$ cat config.mk
export PLATFORM = sky130hd
export DESIGN_NAME = sid_front
export DESIGN_NICKNAME = d
export VERILOG_FILES = /design/src/rtl/sid_pkg.sv /design/src/rtl/sid_front.sv
export SDC_FILE = /design/constraint.sdc
export NUM_CORES = 1
export LEC_CHECK = 0
export BUFFER_PORTS_ARGS = -buffer_cell sky130_fd_sc_hd__buf_4
export CORE_MARGIN = 2
export CORE_UTILIZATION = 35
export CTS_CLUSTER_SIZE = 8
export DETAILED_ROUTE_END_ITERATION = 16
export GPL_ROUTABILITY_DRIVEN = 1
export SYNTH_ARGS = -nofsm -noshare
export SYNTH_HDL_FRONTEND = slang
export SYNTH_SLANG_ARGS = --single-unit
export TNS_END_PERCENT = 20
$ cat constraint.sdc
create_clock -name clk -period 3.2 [get_ports clk]
set_input_delay 0.8 -clock clk [delete_from_list [all_inputs] [get_ports clk]]
set_output_delay 0.8 -clock clk [all_outputs]
set_load 0.03 [all_outputs]
$ cat src/rtl/sid_pkg.sv
// Shared types and constants of the slice intensity destriper.
// Used by every module of the block but sid_ram and sid_checker; depends on nothing.
package sid_pkg;

  localparam int MAX_SLICES_DEF = 256;
  localparam int HALF_TAPS      = 7;
  localparam int SAMPLE_W       = 16;
  localparam int SLIDX_W        = 8;
  localparam int NUSE_W         = 9;
  localparam int TAP_W          = 16;
  localparam int CNT_LOG2       = 20;
  localparam int SUM_W          = 36;
  localparam int CNT_W          = 21;
  localparam int FACT_W         = 32;
  localparam int ACC_W          = 40;
  localparam int WSUM_W         = 20;
  localparam int DEN_W          = 37;
  localparam int DIVN_W         = 56;
  localparam int DIVD_W         = 36;
  localparam int Q_W            = 32;
  localparam int DIV_STEPS      = 56;
  localparam int QDEPTH         = 4;
  localparam int CFG_IDX_W      = 3;
  localparam int CFG_DATA_W     = 16;

  localparam logic [CFG_IDX_W-1:0] CFG_SLICES    = 3'd0;
  localparam logic [CFG_IDX_W-1:0] CFG_TAP_FIRST = 3'd1;

  localparam logic [FACT_W-1:0] ONE_Q16     = 32'h0001_0000;
  localparam logic [FACT_W-1:0] FACT_POSMAX = 32'h7FFF_FFFF;
  localparam logic [FACT_W-1:0] FACT_NEGMAX = 32'h8000_0000;

  localparam logic [NUSE_W-1:0] SLICES_RST = 9'd256;
  localparam logic [TAP_W-1:0]  TAP_C_RST  = 16'hFFFF;

  typedef struct packed {
    logic [NUSE_W-1:0]                 slices_in_use;
    logic [HALF_TAPS-1:0][TAP_W-1:0]   taps;
  } cfg_t;

  typedef struct packed {
    logic                       req_type;
    logic [SLIDX_W-1:0]         slice;
    logic signed [SAMPLE_W-1:0] sample;
    logic                       present;
    logic                       last;
    logic                       in_use;
  } item_t;

endpackage

$ cat src/rtl/sid_front.sv
// Input side: takes stream words, marks whether the slice is in use and
// queues them for the back end. Depends on sid_pkg.
module sid_front #(
  parameter int MAX_SLICES = sid_pkg::MAX_SLICES_DEF
) (
  input  logic                          clk,
  input  logic                          rst,
  input  logic                          s_axis_tvalid,
  output logic                          s_axis_tready,
  input  logic [23:0]                   s_axis_tdata,
  input  logic [1:0]                    s_axis_tuser,
  input  logic                          s_axis_tlast,
  input  logic [sid_pkg::NUSE_W-1:0]    slices_in_use,
  input  logic                          clearing,
  input  logic                          pop,
  output sid_pkg::item_t                head,
  output logic                          head_valid
);

  localparam int PW = $clog2(sid_pkg::QDEPTH);

  sid_pkg::item_t        q [sid_pkg::QDEPTH];
  logic [PW-1:0]         wptr;
  logic [PW-1:0]         rptr;
  logic [PW:0]           fill;
  sid_pkg::item_t        incoming;
  logic                  push;
  logic                  do_pop;

  always_comb begin
    incoming.req_type = s_axis_tuser[0];
    incoming.present  = s_axis_tuser[1];
    incoming.slice    = s_axis_tdata[7:0];
    incoming.sample   = s_axis_tdata[23:8];
    incoming.last     = s_axis_tlast;
    incoming.in_use   = ({1'b0, s_axis_tdata[7:0]} < slices_in_use) &&
                        (32'(s_axis_tdata[7:0]) < MAX_SLICES);
  end

  assign s_axis_tready = (fill != (PW+1)'(sid_pkg::QDEPTH)) && !clearing;
  assign push          = s_axis_tvalid && s_axis_tready;
  assign head_valid    = (fill != '0);
  assign do_pop        = pop && head_valid;
  assign head          = q[rptr];

  always_ff @(posedge clk) begin
    if (rst) begin
      wptr <= '0;
      rptr <= '0;
      fill <= '0;
    end else begin
      if (push) begin
        wptr <= wptr + 1'b1;
      end
      if (do_pop) begin
        rptr <= rptr + 1'b1;
      end
      if (push && !do_pop) begin
        fill <= fill + 1'b1;
      end else if (!push && do_pop) begin
        fill <= fill - 1'b1;
      end
    end
  end

  always_ff @(posedge clk) begin
    if (push) begin
      q[wptr] <= incoming;
    end
  end

endmodule

# Word-level counts from Yosys, hierarchy flattened
# Memory sizes are Yosys's and may differ from the RTL's. A register that Yosys moved wholly into a read port is not among the register bits.
# Index checks and enable logic that the tools add are counted.
[op_classes]
n_addsub = 4
n_mux = 6
n_lt_le_gt_ge = 1
n_reduce_logical = 10
eq_ne = 1
[ops]
columns = ["op", "n"]
rows = [
  ["$lt A8 B9 Y1", 1],
  ["$mux W3", 2],
  ["$logic_and A1 B1 Y1", 5],
  ["$add A2 B1 Y2 const B", 2],
  ["$mux W2", 2],
  ["$add A3 B1 Y3 const B", 1],
  ["$logic_not A1 Y1", 3],
  ["$ne A3 B3 Y1 const B", 1],
  ["$reduce_bool A3 Y1", 1],
  ["$sub A3 B1 Y3 const B", 1],
  ["$mux W1", 2],
  ["$reduce_bool A2 Y1", 1],
]
[totals]
output_inout_bits = 30
n_memories = 1
input_bits = 41
ram_bits = 112
word_cells = 26
register_bits = 7
[mem_list]
columns = ["name", "depth", "word_bits", "rd", "rd_clocked_by_memory_dff", "write_ports", "line_no", "text"]
rows = [
  ["q", 4, 28, 1, 1, 1, "sid_front.sv:22", "sid_pkg::item_t q [sid_pkg::QDEPTH];"],
]

# Logic depth before layout (Yosys ltp)
# Gate-level depths: netlist of the first run.
[depth]
ltp_word = 7
depth_mapped = 8
ltp_nobuf = 8

# Least setup slack after synthesis of the first run
# Ideal clock, no wire load.
[synth_timing]
path_kind = "input to register"
startpoint = "input clearing"
endpoint = "register fill[2]"
setup_slack_ns = 0.820
cell_stages = 8
path_buffers = 0
setup_time_ns = 0.070
arrival_time_ns = 2.310
t_required_ns = 3.130
cell_sequence = "nand2b_1 > a21oi_4 > ha_1 > inv_1 > fa_1 > xor2_1 > or3_1 > a21oi_1"
[synth_via]
elab_chain_len = 6
word_cells_on_any_way = 8
classes_between = "mux: 1; reduce/logical: 7"
[synth_rtl]
columns = ["element", "line_no", "text"]
rows = [
  ["from (decl)", "sid_front.sv:14", "input logic clearing,"],
  ["$logic_not A1 Y1 *", "sid_front.sv:40", "assign s_axis_tready = (fill != (PW+1)'(sid_pkg::QDEPTH)) && !clearing;"],
  ["$logic_and A1 B1 Y1 *", "sid_front.sv:40", ""],
  ["$logic_and A1 B1 Y1 *", "sid_front.sv:41", "assign push = s_axis_tvalid && s_axis_tready;"],
  ["net push", "sid_front.sv:27", "logic push;"],
  ["$logic_not A1 Y1", "sid_front.sv:60", "end else if (!push && do_pop) begin"],
  ["$logic_and A1 B1 Y1", "sid_front.sv:60", ""],
  ["$reduce_bool A2 Y1 (no source line)", "--", ""],
  ["to (signal assigned)", "sid_front.sv:59", "fill <= fill + 1'b1;"],
  ["to (signal assigned)", "sid_front.sv:61", "fill <= fill - 1'b1;"],
  ["to (decl)", "sid_front.sv:25", "logic [PW:0] fill;"],
]
# The timed path passes the listed nets; every way through them passes the cells marked *.
# A chain may end at the register's enable or synchronous reset.

==> impl_metrics.env, run 1 <==
export IMPL_cts_sinks=121
export IMPL_r2r_end="fill[2]"
export IMPL_post_route_drc_count=0
export IMPL_diodes=0
export IMPL_crit_type="register to output pin"
export IMPL_ff2ff_path_depth=8
export IMPL_slew_violations=0
export IMPL_grt_max_degree=29
export IMPL_fin_nets=363
export IMPL_slowest_delay_ps=600
export IMPL_endpoint="head[1]"
export IMPL_cts_tree="built"
export IMPL_worstHoldPathType="register to register"
export IMPL_max_cap_violations=0
export IMPL_clock_skew_ps=10.9
export IMPL_ys_ff_latch=121
export IMPL_path_delay_family="multiplexers"
export IMPL_via_per_inst=4.74
export IMPL_grt_pass1_vias=2438
export IMPL_hold_depth=2
export IMPL_rows=42
export IMPL_slowest_stage="mux4_1"
export IMPL_routed_via_count=2363
export IMPL_grt_pass1_wl_mm=13.1
export IMPL_postCtsSetupRepairBufs=0
export IMPL_cts_clk_slew_worst_paths_ps=50
export IMPL_period_needed_ps=2790
export IMPL_p_leak_nw=2.20
export IMPL_startpoint_type="register"
export IMPL_status="complete, no violations"
export IMPL_grt_setup_unrepaired="no"
export IMPL_power_density_nw_per_um2=846
export IMPL_die_w_um=121
export IMPL_fmax_mhz=359
export IMPL_synth_seq_area_share_pct=74.5
export IMPL_insertion_delay_ps=410
export IMPL_ctsHoldBuffers=0
export IMPL_gr_usage_all_layers_pct=12.6
export IMPL_place_area_um2=5500
export IMPL_fin_ws_ps=412
export IMPL_ios=71
export IMPL_synthCells=221
export IMPL_synth_top_area_share_pct=70.7
export IMPL_place_inst=466
export IMPL_tightest_slew_ps=557
export IMPL_die_y_um=121
export IMPL_synth_distinct_cells=29
export IMPL_final_util_pct=46.6
export IMPL_dr_pass1_iters=4
export IMPL_wl_per_cell_um=16.9
export IMPL_yosys_warnings=0
export IMPL_numCtsBuffers=17
export IMPL_cp_num_buf_inv=2
export IMPL_clockBufferDepth=2
export IMPL_slew_headroom_pct=62.8
export IMPL_rrSetupSlack_ps=1030
export IMPL_end_kind="output pin"
export IMPL_drtIter0Drc=160
export IMPL_r2r_start="fill[0]"
export IMPL_tns_ps=0
export IMPL_fin_cells=498
export IMPL_pre_cts_ws_ps=592
export IMPL_crit_cells=3
export IMPL_ant_nets=0
export IMPL_hpwlAfterDp_mm=5.19
export IMPL_yosys_top_cells_area="edfxtp_1, mux4_2, mux4_1"
export IMPL_overflow=0
export IMPL_hold_viol_final=0
export IMPL_critPathMaxFanout=21
export IMPL_antenna_found_initial=0
export IMPL_cp_arrival_ps=1990
export IMPL_syn_to_final_growth_pct=29.6
export IMPL_port_buffers=70
export IMPL_initial_utilization_pct=35.9
export IMPL_core_um2=13200
export IMPL_layout_drive_gt1_share_pct=40.7
export IMPL_gp_congestion=0.681
export IMPL_clockRootBuffer="clkbuf_16"
export IMPL_wl_mm=8.44
export IMPL_synthesis_area_um2=4760
export IMPL_crit_required_ps=2400
export IMPL_cp_cell_sequence="buf_12 -> mux4_1 -> buf_4"
export IMPL_syn_nets=275
export IMPL_cts_resized=0
export IMPL_design_area_um2=6160
export IMPL_cts_max_level=4
export IMPL_netlist_top_cell_by_area="edfxtp_1"
export IMPL_dieArea_um2=14500
export IMPL_ir_worst_vdd_mv=0.319
export IMPL_setup_viol=0
export IMPL_min_period_over_period_pct=87.1
export IMPL_avgSynthCellArea_um2=21.5
[logic make-up (layout without fill, tap and decap cells)]
| group | count (synthesis) | after routing | synth area share (%) |
|---|---|---|---|
| AOI/OAI and AO/OA | 12 | 12 | 1.87 |
| xor gates and xnor gates | 4 | 4 | 0.737 |
| adders and majority gates | 13 | 13 | 3.58 |
| buffers and inverters | 17 | 118 | 2.26 |
| DFF | 121 | 121 | 74.5 |
| muxes | 31 | 31 | 14.5 |
| and+or+nand+nor | 23 | 23 | 2.50 |
[cell type report]
type	count	area, µm²
multi-input cells	83	1100
clock buffers	21	470
fillers	1156	7080
repair buffers	76	596
well taps	176	220
flip-flops and latches	121	3540
inverters	10	37.5
clock inverters	11	191
[cells in the mapped netlist]
| master | n |
|---|---|
| o311ai_1 | 1 |
| a211oi_1 | 1 |
| and2_1 | 4 |
| or3_1 | 2 |
| o21ai_0 | 2 |
| nor2_2 | 1 |
| mux2i_1 | 2 |
| clkbuf_1 | 1 |
| a21oi_1 | 5 |
| nand2_1 | 2 |
| mux2_1 | 1 |
| o31ai_2 | 1 |
| buf_6 | 1 |
| edfxtp_1 | 112 |
| mux4_2 | 20 |
| fa_1 | 1 |
| o32ai_1 | 1 |
| mux4_1 | 8 |
| buf_2 | 3 |
| xor2_1 | 4 |
| ha_1 | 12 |
| nor2b_1 | 1 |
| a21oi_4 | 1 |
| buf_12 | 2 |
| nand4b_1 | 1 |
| nand2b_1 | 3 |
| dfxtp_1 | 9 |
| nor2_1 | 9 |
| inv_1 | 10 |
[worst min-delay path: stages, from the launching register on]
cell     delay (ps)
dfxtp_1         320
xor2_1           60
nor2_1          110
[through the flow]
| stage | total power, mW | hold slack [ps] |
|---|---|---|
| after global placement | 3.19 | 498 |
| after global routing | 5.44 | 557 |
| after CTS | 5.29 | 533 |
| final | 5.22 | 534 |
| after detailed placement | 3.20 | 513 |
| after floorplan | 2.81 | 482 |
[worst min path at each step]
stage | from | endpoint | slack, ps
global route | rptr[1] | rptr[1] | 560
floorplan | wptr[1] | wptr[1] | 480
CTS | rptr[1] | rptr[1] | 530
finish | rptr[1] | rptr[1] | 530
detailed placement | rptr[1] | rptr[1] | 510
global placement | rptr[1] | register | 500
[state kept, by name, indices dropped and copies added (netlist names), named ones only]
signal  cells
rptr        2
q         112
wptr        2
fill        3
[routing by layer]
layer / track usage, % / vias up / share of wire, % / routed length [µm]
li1: - / 1081 / - / -
met1: 15.6 / 1201 / 42 / 3590
met2: 20.0 / 67 / 50 / 4220
met3: 4.76 / 14 / 6.0 / 503
met4: 5.01 / 0 / 1.5 / 130
met5: 0 / - / 0 / 0
[layout by cell type, fill, tap and decap left out, types with 2 or more instances in the layout]
cell	n
a21oi_1	5
and2_1	4
buf_12	2
buf_4	74
bufinv_16	5
clkbuf_16	17
clkbuf_8	3
clkinv_2	2
clkinvlp_4	3
dfxtp_1	8
edfxtp_1	112
ha_1	12
inv_1	10
mux2i_1	2
mux4_1	8
mux4_2	20
nand2_1	2
nand2b_1	3
nor2_1	9
o21ai_0	2
or3_1	2
xor2_1	4
[report_power, final]
group / internal (mW) / leakage [nW] / total, mW / switching (mW)
logic: 0.559 / 0.792 / 1.23 / 0.667
registers: 1.83 / 1.09 / 1.91 / 0.0783
clock network: 1.44 / 0.316 / 2.08 / 0.638
total: 3.83 / 2.20 / 5.22 / 1.38
(Power assumes the default switching activity.)
==> run 2: changes to the inputs <==
--- a/config.mk
+++ b/config.mk
@@ -11,6 +11,7 @@
 export CTS_CLUSTER_SIZE = 8
 export DETAILED_ROUTE_END_ITERATION = 16
 export GPL_ROUTABILITY_DRIVEN = 1
+export PLACE_DENSITY_LB_ADDON = 0.12
 export SYNTH_ARGS = -nofsm -noshare
 export SYNTH_HDL_FRONTEND = slang
 export SYNTH_SLANG_ARGS = --single-unit
==> constraint.sdc (replaced) <==
create_clock -name clk -period 3.2 [get_ports clk]
set_input_delay 0.8 -clock clk [delete_from_list [all_inputs] [get_ports clk]]
set_output_delay 0.8 -clock clk [all_outputs]
set_load 0.1 [all_outputs]
==> run 2 against run 1 <==
  * Cell area is 2.5% lower
  * Wire length is 2.5% higher
  * Cell count is 1.0% lower
  * Critical path type unchanged
==> impl_metrics.env, run 2 (same netlist as run 1, synthesis figures left out) <==
export IMPL_rrSetupSlack_ps=1030
export IMPL_drtIter0Drc=133
export IMPL_clkPwrFrac_pct=28.8
export IMPL_p_leak_nw=2.13
export IMPL_worstHoldPathType="register to register"
export IMPL_p_sw_share_pct=39.0
export IMPL_post_route_drc_count=0
export IMPL_routed_via_count=2305
export IMPL_fmax_mhz=369
export IMPL_cp_num_buf_inv=2
export IMPL_grt_pass1_wl_mm=13.5
export IMPL_clockRootBuffer="clkbuf_16"
export IMPL_cts_clk_slew_worst_paths_ps=50
export IMPL_hold_viol_final=0
export IMPL_power_density_nw_per_um2=933
export IMPL_end_kind="output pin"
export IMPL_ir_worst_vdd_mv=0.439
export IMPL_ant_nets=0
export IMPL_fin_ws_ps=491
export IMPL_cts_resized=0
export IMPL_fin_nets=363
export IMPL_grt_max_degree=29
export IMPL_layout_drive_gt1_share_pct=39.4
export IMPL_gr_usage_all_layers_pct=13.1
export IMPL_pre_cts_ws_ps=577
export IMPL_worstHoldStart="wptr[1]"
export IMPL_startpoint_type="register"
export IMPL_ctsHoldBuffers=0
export IMPL_hpwlAfterDp_mm=5.16
export IMPL_cts_max_level=4
export IMPL_dieArea_um2=14500
export IMPL_ff2ff_path_depth=8
export IMPL_ios=71
export IMPL_cp_arrival_ps=1910
export IMPL_reg_top3="q (112), fill (3)"
export IMPL_die_y_um=121
export IMPL_setup_viol=0
export IMPL_antenna_found_initial=0
export IMPL_final_cell_mix="edfxtp_1, buf_4, mux4_2, clkbuf_16, ha_1"
export IMPL_r2r_start="fill[0]"
export IMPL_whs_endpoint="wptr[1]"
export IMPL_critPathMaxFanout=28
export IMPL_largest_reg_flops=112
export IMPL_final_common_cell="edfxtp_1"
export IMPL_diodes=0
export IMPL_path_delay_family="multiplexers"
export IMPL_gp_congestion=0.680
export IMPL_die_w_um=121
export IMPL_r2r_end="fill[2]"
export IMPL_clockBufferDepth=2
export IMPL_wl_mm=8.65
export IMPL_grt_pass1_vias=2461
export IMPL_slew_violations=0
export IMPL_fillers=1176
export IMPL_postCtsSetupRepairBufs=0
export IMPL_grt_setup_unrepaired="no"
export IMPL_overflow=0
export IMPL_slowest_stage="mux4_1"
export IMPL_p_seq_share_pct=33.6
export IMPL_numCtsBuffers=17
export IMPL_crit_required_ps=2400
export IMPL_slew_headroom_pct=69.1
export IMPL_cts_sinks=121
export IMPL_tightest_slew_ps=464
export IMPL_core_um2=13200
export IMPL_insertion_delay_ps=400
export IMPL_hold_depth=2
export IMPL_clock_skew_ps=5.85
export IMPL_rows=42
export IMPL_min_period_over_period_pct=84.7
export IMPL_p_int_mw=3.42
export IMPL_power_switching_mw=2.19
export IMPL_status="complete, no violations"
export IMPL_crit_type="register to output pin"
export IMPL_via_per_inst=4.68
export IMPL_period_needed_ps=2710
export IMPL_dr_pass1_iters=4
export IMPL_largest_register="q"
export IMPL_max_cap_violations=0
export IMPL_port_buffers=70
export IMPL_tns_ps=0
export IMPL_combPwrFrac_pct=37.6
export IMPL_slowest_delay_ps=650
export IMPL_cp_cell_sequence="buf_12 -> mux4_1 -> buf_4"
export IMPL_cts_tree="built"
export IMPL_syn_to_final_growth_pct=26.4
export IMPL_initial_utilization_pct=35.9
export IMPL_wl_per_cell_um=17.6
run 2: cell types whose count changed in the layout (fill, tap and decap cells not counted), moves of 3 or more:
cell,before,now
and2_1,4,0
and2_2,0,4
bufinv_16,5,1
clkbuf_8,3,0
clkinv_1,0,4
clkinvlp_4,3,0
run 2: through the flow:
step | total power, mW | instances | util, % | hold WS (ps) | instance area, µm²
after floorplan | 3.66 | 221 | - | 482 | 4760
after global placement | 4.05 | 466 | 41.7 | 504 | 5520
after detailed placement | 4.06 | 466 | 41.7 | 510 | 5520
after CTS | 5.70 | 493 | 45.4 | 519 | 6010
after global routing | 5.82 | 493 | 45.4 | 575 | 6010
final | 5.61 | 493 | 45.4 | 513 | 6010
run 2: worst min-delay path, delay by kind of cell (launching register included):
family | cells | cell delay, ps
DFF | 1 | 330
muxes | 1 | 60
and+or+nand+nor | 1 | 80
run 2: worst max path at each step:
stage                          to  slack (ps)  depth (start not counted)      from
global placement          fill[2]         640                          9  clearing
global route              head[0]         400                          3  register
finish                    head[0]         490                          3  register
CTS                       head[0]         450                          3  register
detailed placement        fill[2]         580                          9  clearing
floorplan           s_axis_tready         140                          1  clearing
run 2: area by class of cell:
cell class / instances / area, µm² / area share [%]
Sequential cell: 121 / 3540 / 58.9
Tap cell: 176 / 220 / 3.66
Multi-Input combinational cell: 83 / 1110 / 18.5
Inverter: 10 / 37.5 / 0.624
Clock inverter: 8 / 60.1 / 0.999
Clock buffer: 19 / 433 / 7.20
Timing Repair Buffer: 76 / 608 / 10.1
run 2: per-layer routing:
| layer | vias up | wire length (µm) | track usage, % |
|---|---|---|---|
| li1 | 1071 | - | - |
| met1 | 1162 | 3780 | 16.0 |
| met2 | 59 | 4270 | 20.8 |
| met3 | 13 | 434 | 4.67 |
| met4 | 0 | 171 | 6.32 |
| met5 | - | 0 | 0 |
run 2: power groups by stage:
stage	combinational, mW	sequential [mW]	clock (mW)
after global routing	2.20	1.89	1.72
after floorplan	1.76	1.90	0
after detailed placement	2.14	1.91	0
final	2.11	1.88	1.62
after global placement	2.13	1.91	0
after CTS	2.15	1.88	1.67
==> run 3: changes to the inputs <==
==> constraint.sdc (replaced) <==
create_clock -name clk -period 2.5 [get_ports clk]
set_input_delay 0.625 -clock clk [delete_from_list [all_inputs] [get_ports clk]]
set_output_delay 0.625 -clock clk [all_outputs]
set_load 0.1 [all_outputs]
==> run 3 against run 2 <==
  * Worst hold slack worse by 88 ps
  * Core utilization up 1.5 points
  * Critical path type unchanged
  * Clock power rose by 57%
  * Critical path depth stayed put
  * Sequential power up 29%
==> impl_metrics.env, run 3 (same netlist as run 1, synthesis figures left out) <==
export IMPL_drtIter0Drc=110
export IMPL_end_kind="output pin"
export IMPL_cp_arrival_ps=1810
export IMPL_max_cap_violations=0
export IMPL_power_switching_mw=2.84
export IMPL_status="complete, no violations"
export IMPL_r2r_end="fill[2]"
export IMPL_slew_headroom_pct=80.1
export IMPL_grt_pass1_wl_mm=13.1
export IMPL_ios=71
export IMPL_dieArea_um2=14500
export IMPL_port_buffers=70
export IMPL_clockRootBuffer="clkbuf_16"
export IMPL_startpoint_type="register"
export IMPL_ant_nets=0
export IMPL_cts_tree="built"
export IMPL_whs_ps=425
export IMPL_post_route_drc_count=0
export IMPL_hold_depth=1
export IMPL_largest_register="q"
export IMPL_rows=42
export IMPL_worstHoldStart="s_axis_tdata[14]"
export IMPL_core_um2=13200
export IMPL_die_w_um=121
export IMPL_wl_per_cell_um=16.9
export IMPL_slowest_delay_ps=610
export IMPL_combPwrFrac_pct=35.9
export IMPL_setup_viol=0
export IMPL_initial_utilization_pct=35.9
export IMPL_worstHoldPathType="primary input to register"
export IMPL_cp_cell_sequence="buf_12 -> mux4_1 -> buf_6"
export IMPL_die_y_um=121
export IMPL_power_mw=7.74
export IMPL_crit_type="register to output pin"
export IMPL_via_per_inst=4.59
export IMPL_grt_pass1_vias=2445
export IMPL_period_needed_ps=2440
export IMPL_p_leak_nw=2.21
export IMPL_fmax_mhz=410
export IMPL_antenna_found_initial=0
export IMPL_p_seq_share_pct=31.3
export IMPL_hpwlAfterDp_mm=5.19
export IMPL_cts_sinks=121
export IMPL_slew_violations=0
export IMPL_numCtsBuffers=17
export IMPL_grt_setup_unrepaired="no"
export IMPL_final_common_cell="edfxtp_1"
export IMPL_cts_max_level=4
export IMPL_r2r_start="fill[0]"
export IMPL_dr_pass1_iters=4
export IMPL_layout_drive_gt1_share_pct=42.5
export IMPL_grt_max_degree=29
export IMPL_insertion_delay_ps=400
export IMPL_whs_endpoint="q[1][9]"
export IMPL_final_util_pct=46.9
export IMPL_p_int_mw=4.90
export IMPL_critPathMaxFanout=13
export IMPL_min_period_over_period_pct=97.6
export IMPL_reg_top3="q (112), fill (3)"
export IMPL_p_sw_share_pct=36.7
export IMPL_gr_usage_all_layers_pct=12.6
export IMPL_slowest_stage="mux4_1"
export IMPL_cts_clk_slew_worst_paths_ps=50
export IMPL_hold_viol_final=0
export IMPL_fin_nets=367
export IMPL_clockBufferDepth=2
export IMPL_gp_congestion=0.653
export IMPL_crit_required_ps=1880
export IMPL_diodes=0
export IMPL_overflow=0
export IMPL_clkPwrFrac_pct=32.8
export IMPL_ir_worst_vdd_mv=0.472
export IMPL_ctsHoldBuffers=0
export IMPL_wl_mm=8.47
export IMPL_tightest_slew_ps=294
export IMPL_largest_reg_flops=112
export IMPL_rrSetupSlack_ps=430
export IMPL_ff2ff_path_depth=7
export IMPL_clock_skew_ps=7.68
export IMPL_power_density_nw_per_um2=1250
export IMPL_postCtsSetupRepairBufs=0
export IMPL_final_cell_mix="edfxtp_1, buf_4, mux4_2, clkbuf_16, ha_1"
export IMPL_tns_ps=0
export IMPL_syn_to_final_growth_pct=30.6
export IMPL_routed_via_count=2299
-- run 3: changes by cell type in the layout (fill, tap and decap cells not counted), moves of 3 or more --
cell,delta
buf_4,-4
mux4_1,-4
bufinv_16,+4
mux4_2,+4
buf_6,+5
buf_12,+3
-- run 3: cell type report --
class	count	area (µm²)
Fill cell	1164	7030
Tap cell	176	220
Timing Repair Buffer	80	694
Clock buffer	21	440
Multi-Input combinational cell	83	1100
Sequential cell	121	3550
Inverter	10	37.5
Clock inverter	10	175
-- run 3: worst max-delay path by stage --
stage,to,depth (start not counted)
global placement,fill[2],9
detailed placement,fill[2],9
global route,head[2],3
CTS,head[0],3
floorplan,fill[2],8
finish,head[2],3
-- run 3: per-stage QoR --
step,cells,setup slack [ps],area [µm²]
2_1_floorplan,221,295,4760
3_3_place_gp,470,216,5590
3_5_place_dp,470,180,5590
4_1_cts,501,0.443,6220
5_1_grt,501,1.71,6210
6_report,501,60.4,6210
-- run 3: power by group through the flow --
stage	clock network [mW]	registers, mW	logic (mW)
floorplan	0	2.43	2.26
global placement	0	2.46	2.79
detailed placement	0	2.46	2.79
CTS	2.59	2.42	2.80
global route	2.68	2.43	2.90
finish	2.54	2.42	2.78
-- run 3: metal layers --
layer / vias up / track usage [%] / wire length (µm)
li1: 1082 / - / -
met1: 1151 / 16.0 / 3830
met2: 57 / 19.4 / 4100
met3: 9 / 4.06 / 388
met4: 0 / 6.54 / 150
met5: - / 0 / 0
-- run 3: critical path, delay by kind of cell, from the launching register on --
| kind | cells | cell delay (ps) |
|---|---|---|
| buffers and inverters | 2 | 390 |
| multiplexers | 1 | 610 |
| flip-flops | 1 | 400 |
-- run 3: timing repair --
item                                    in CTS  in global routing
endpoints found under the setup margin       7                  5
endpoints found under the hold margin        0                  0
gates resized for setup                      3                  7
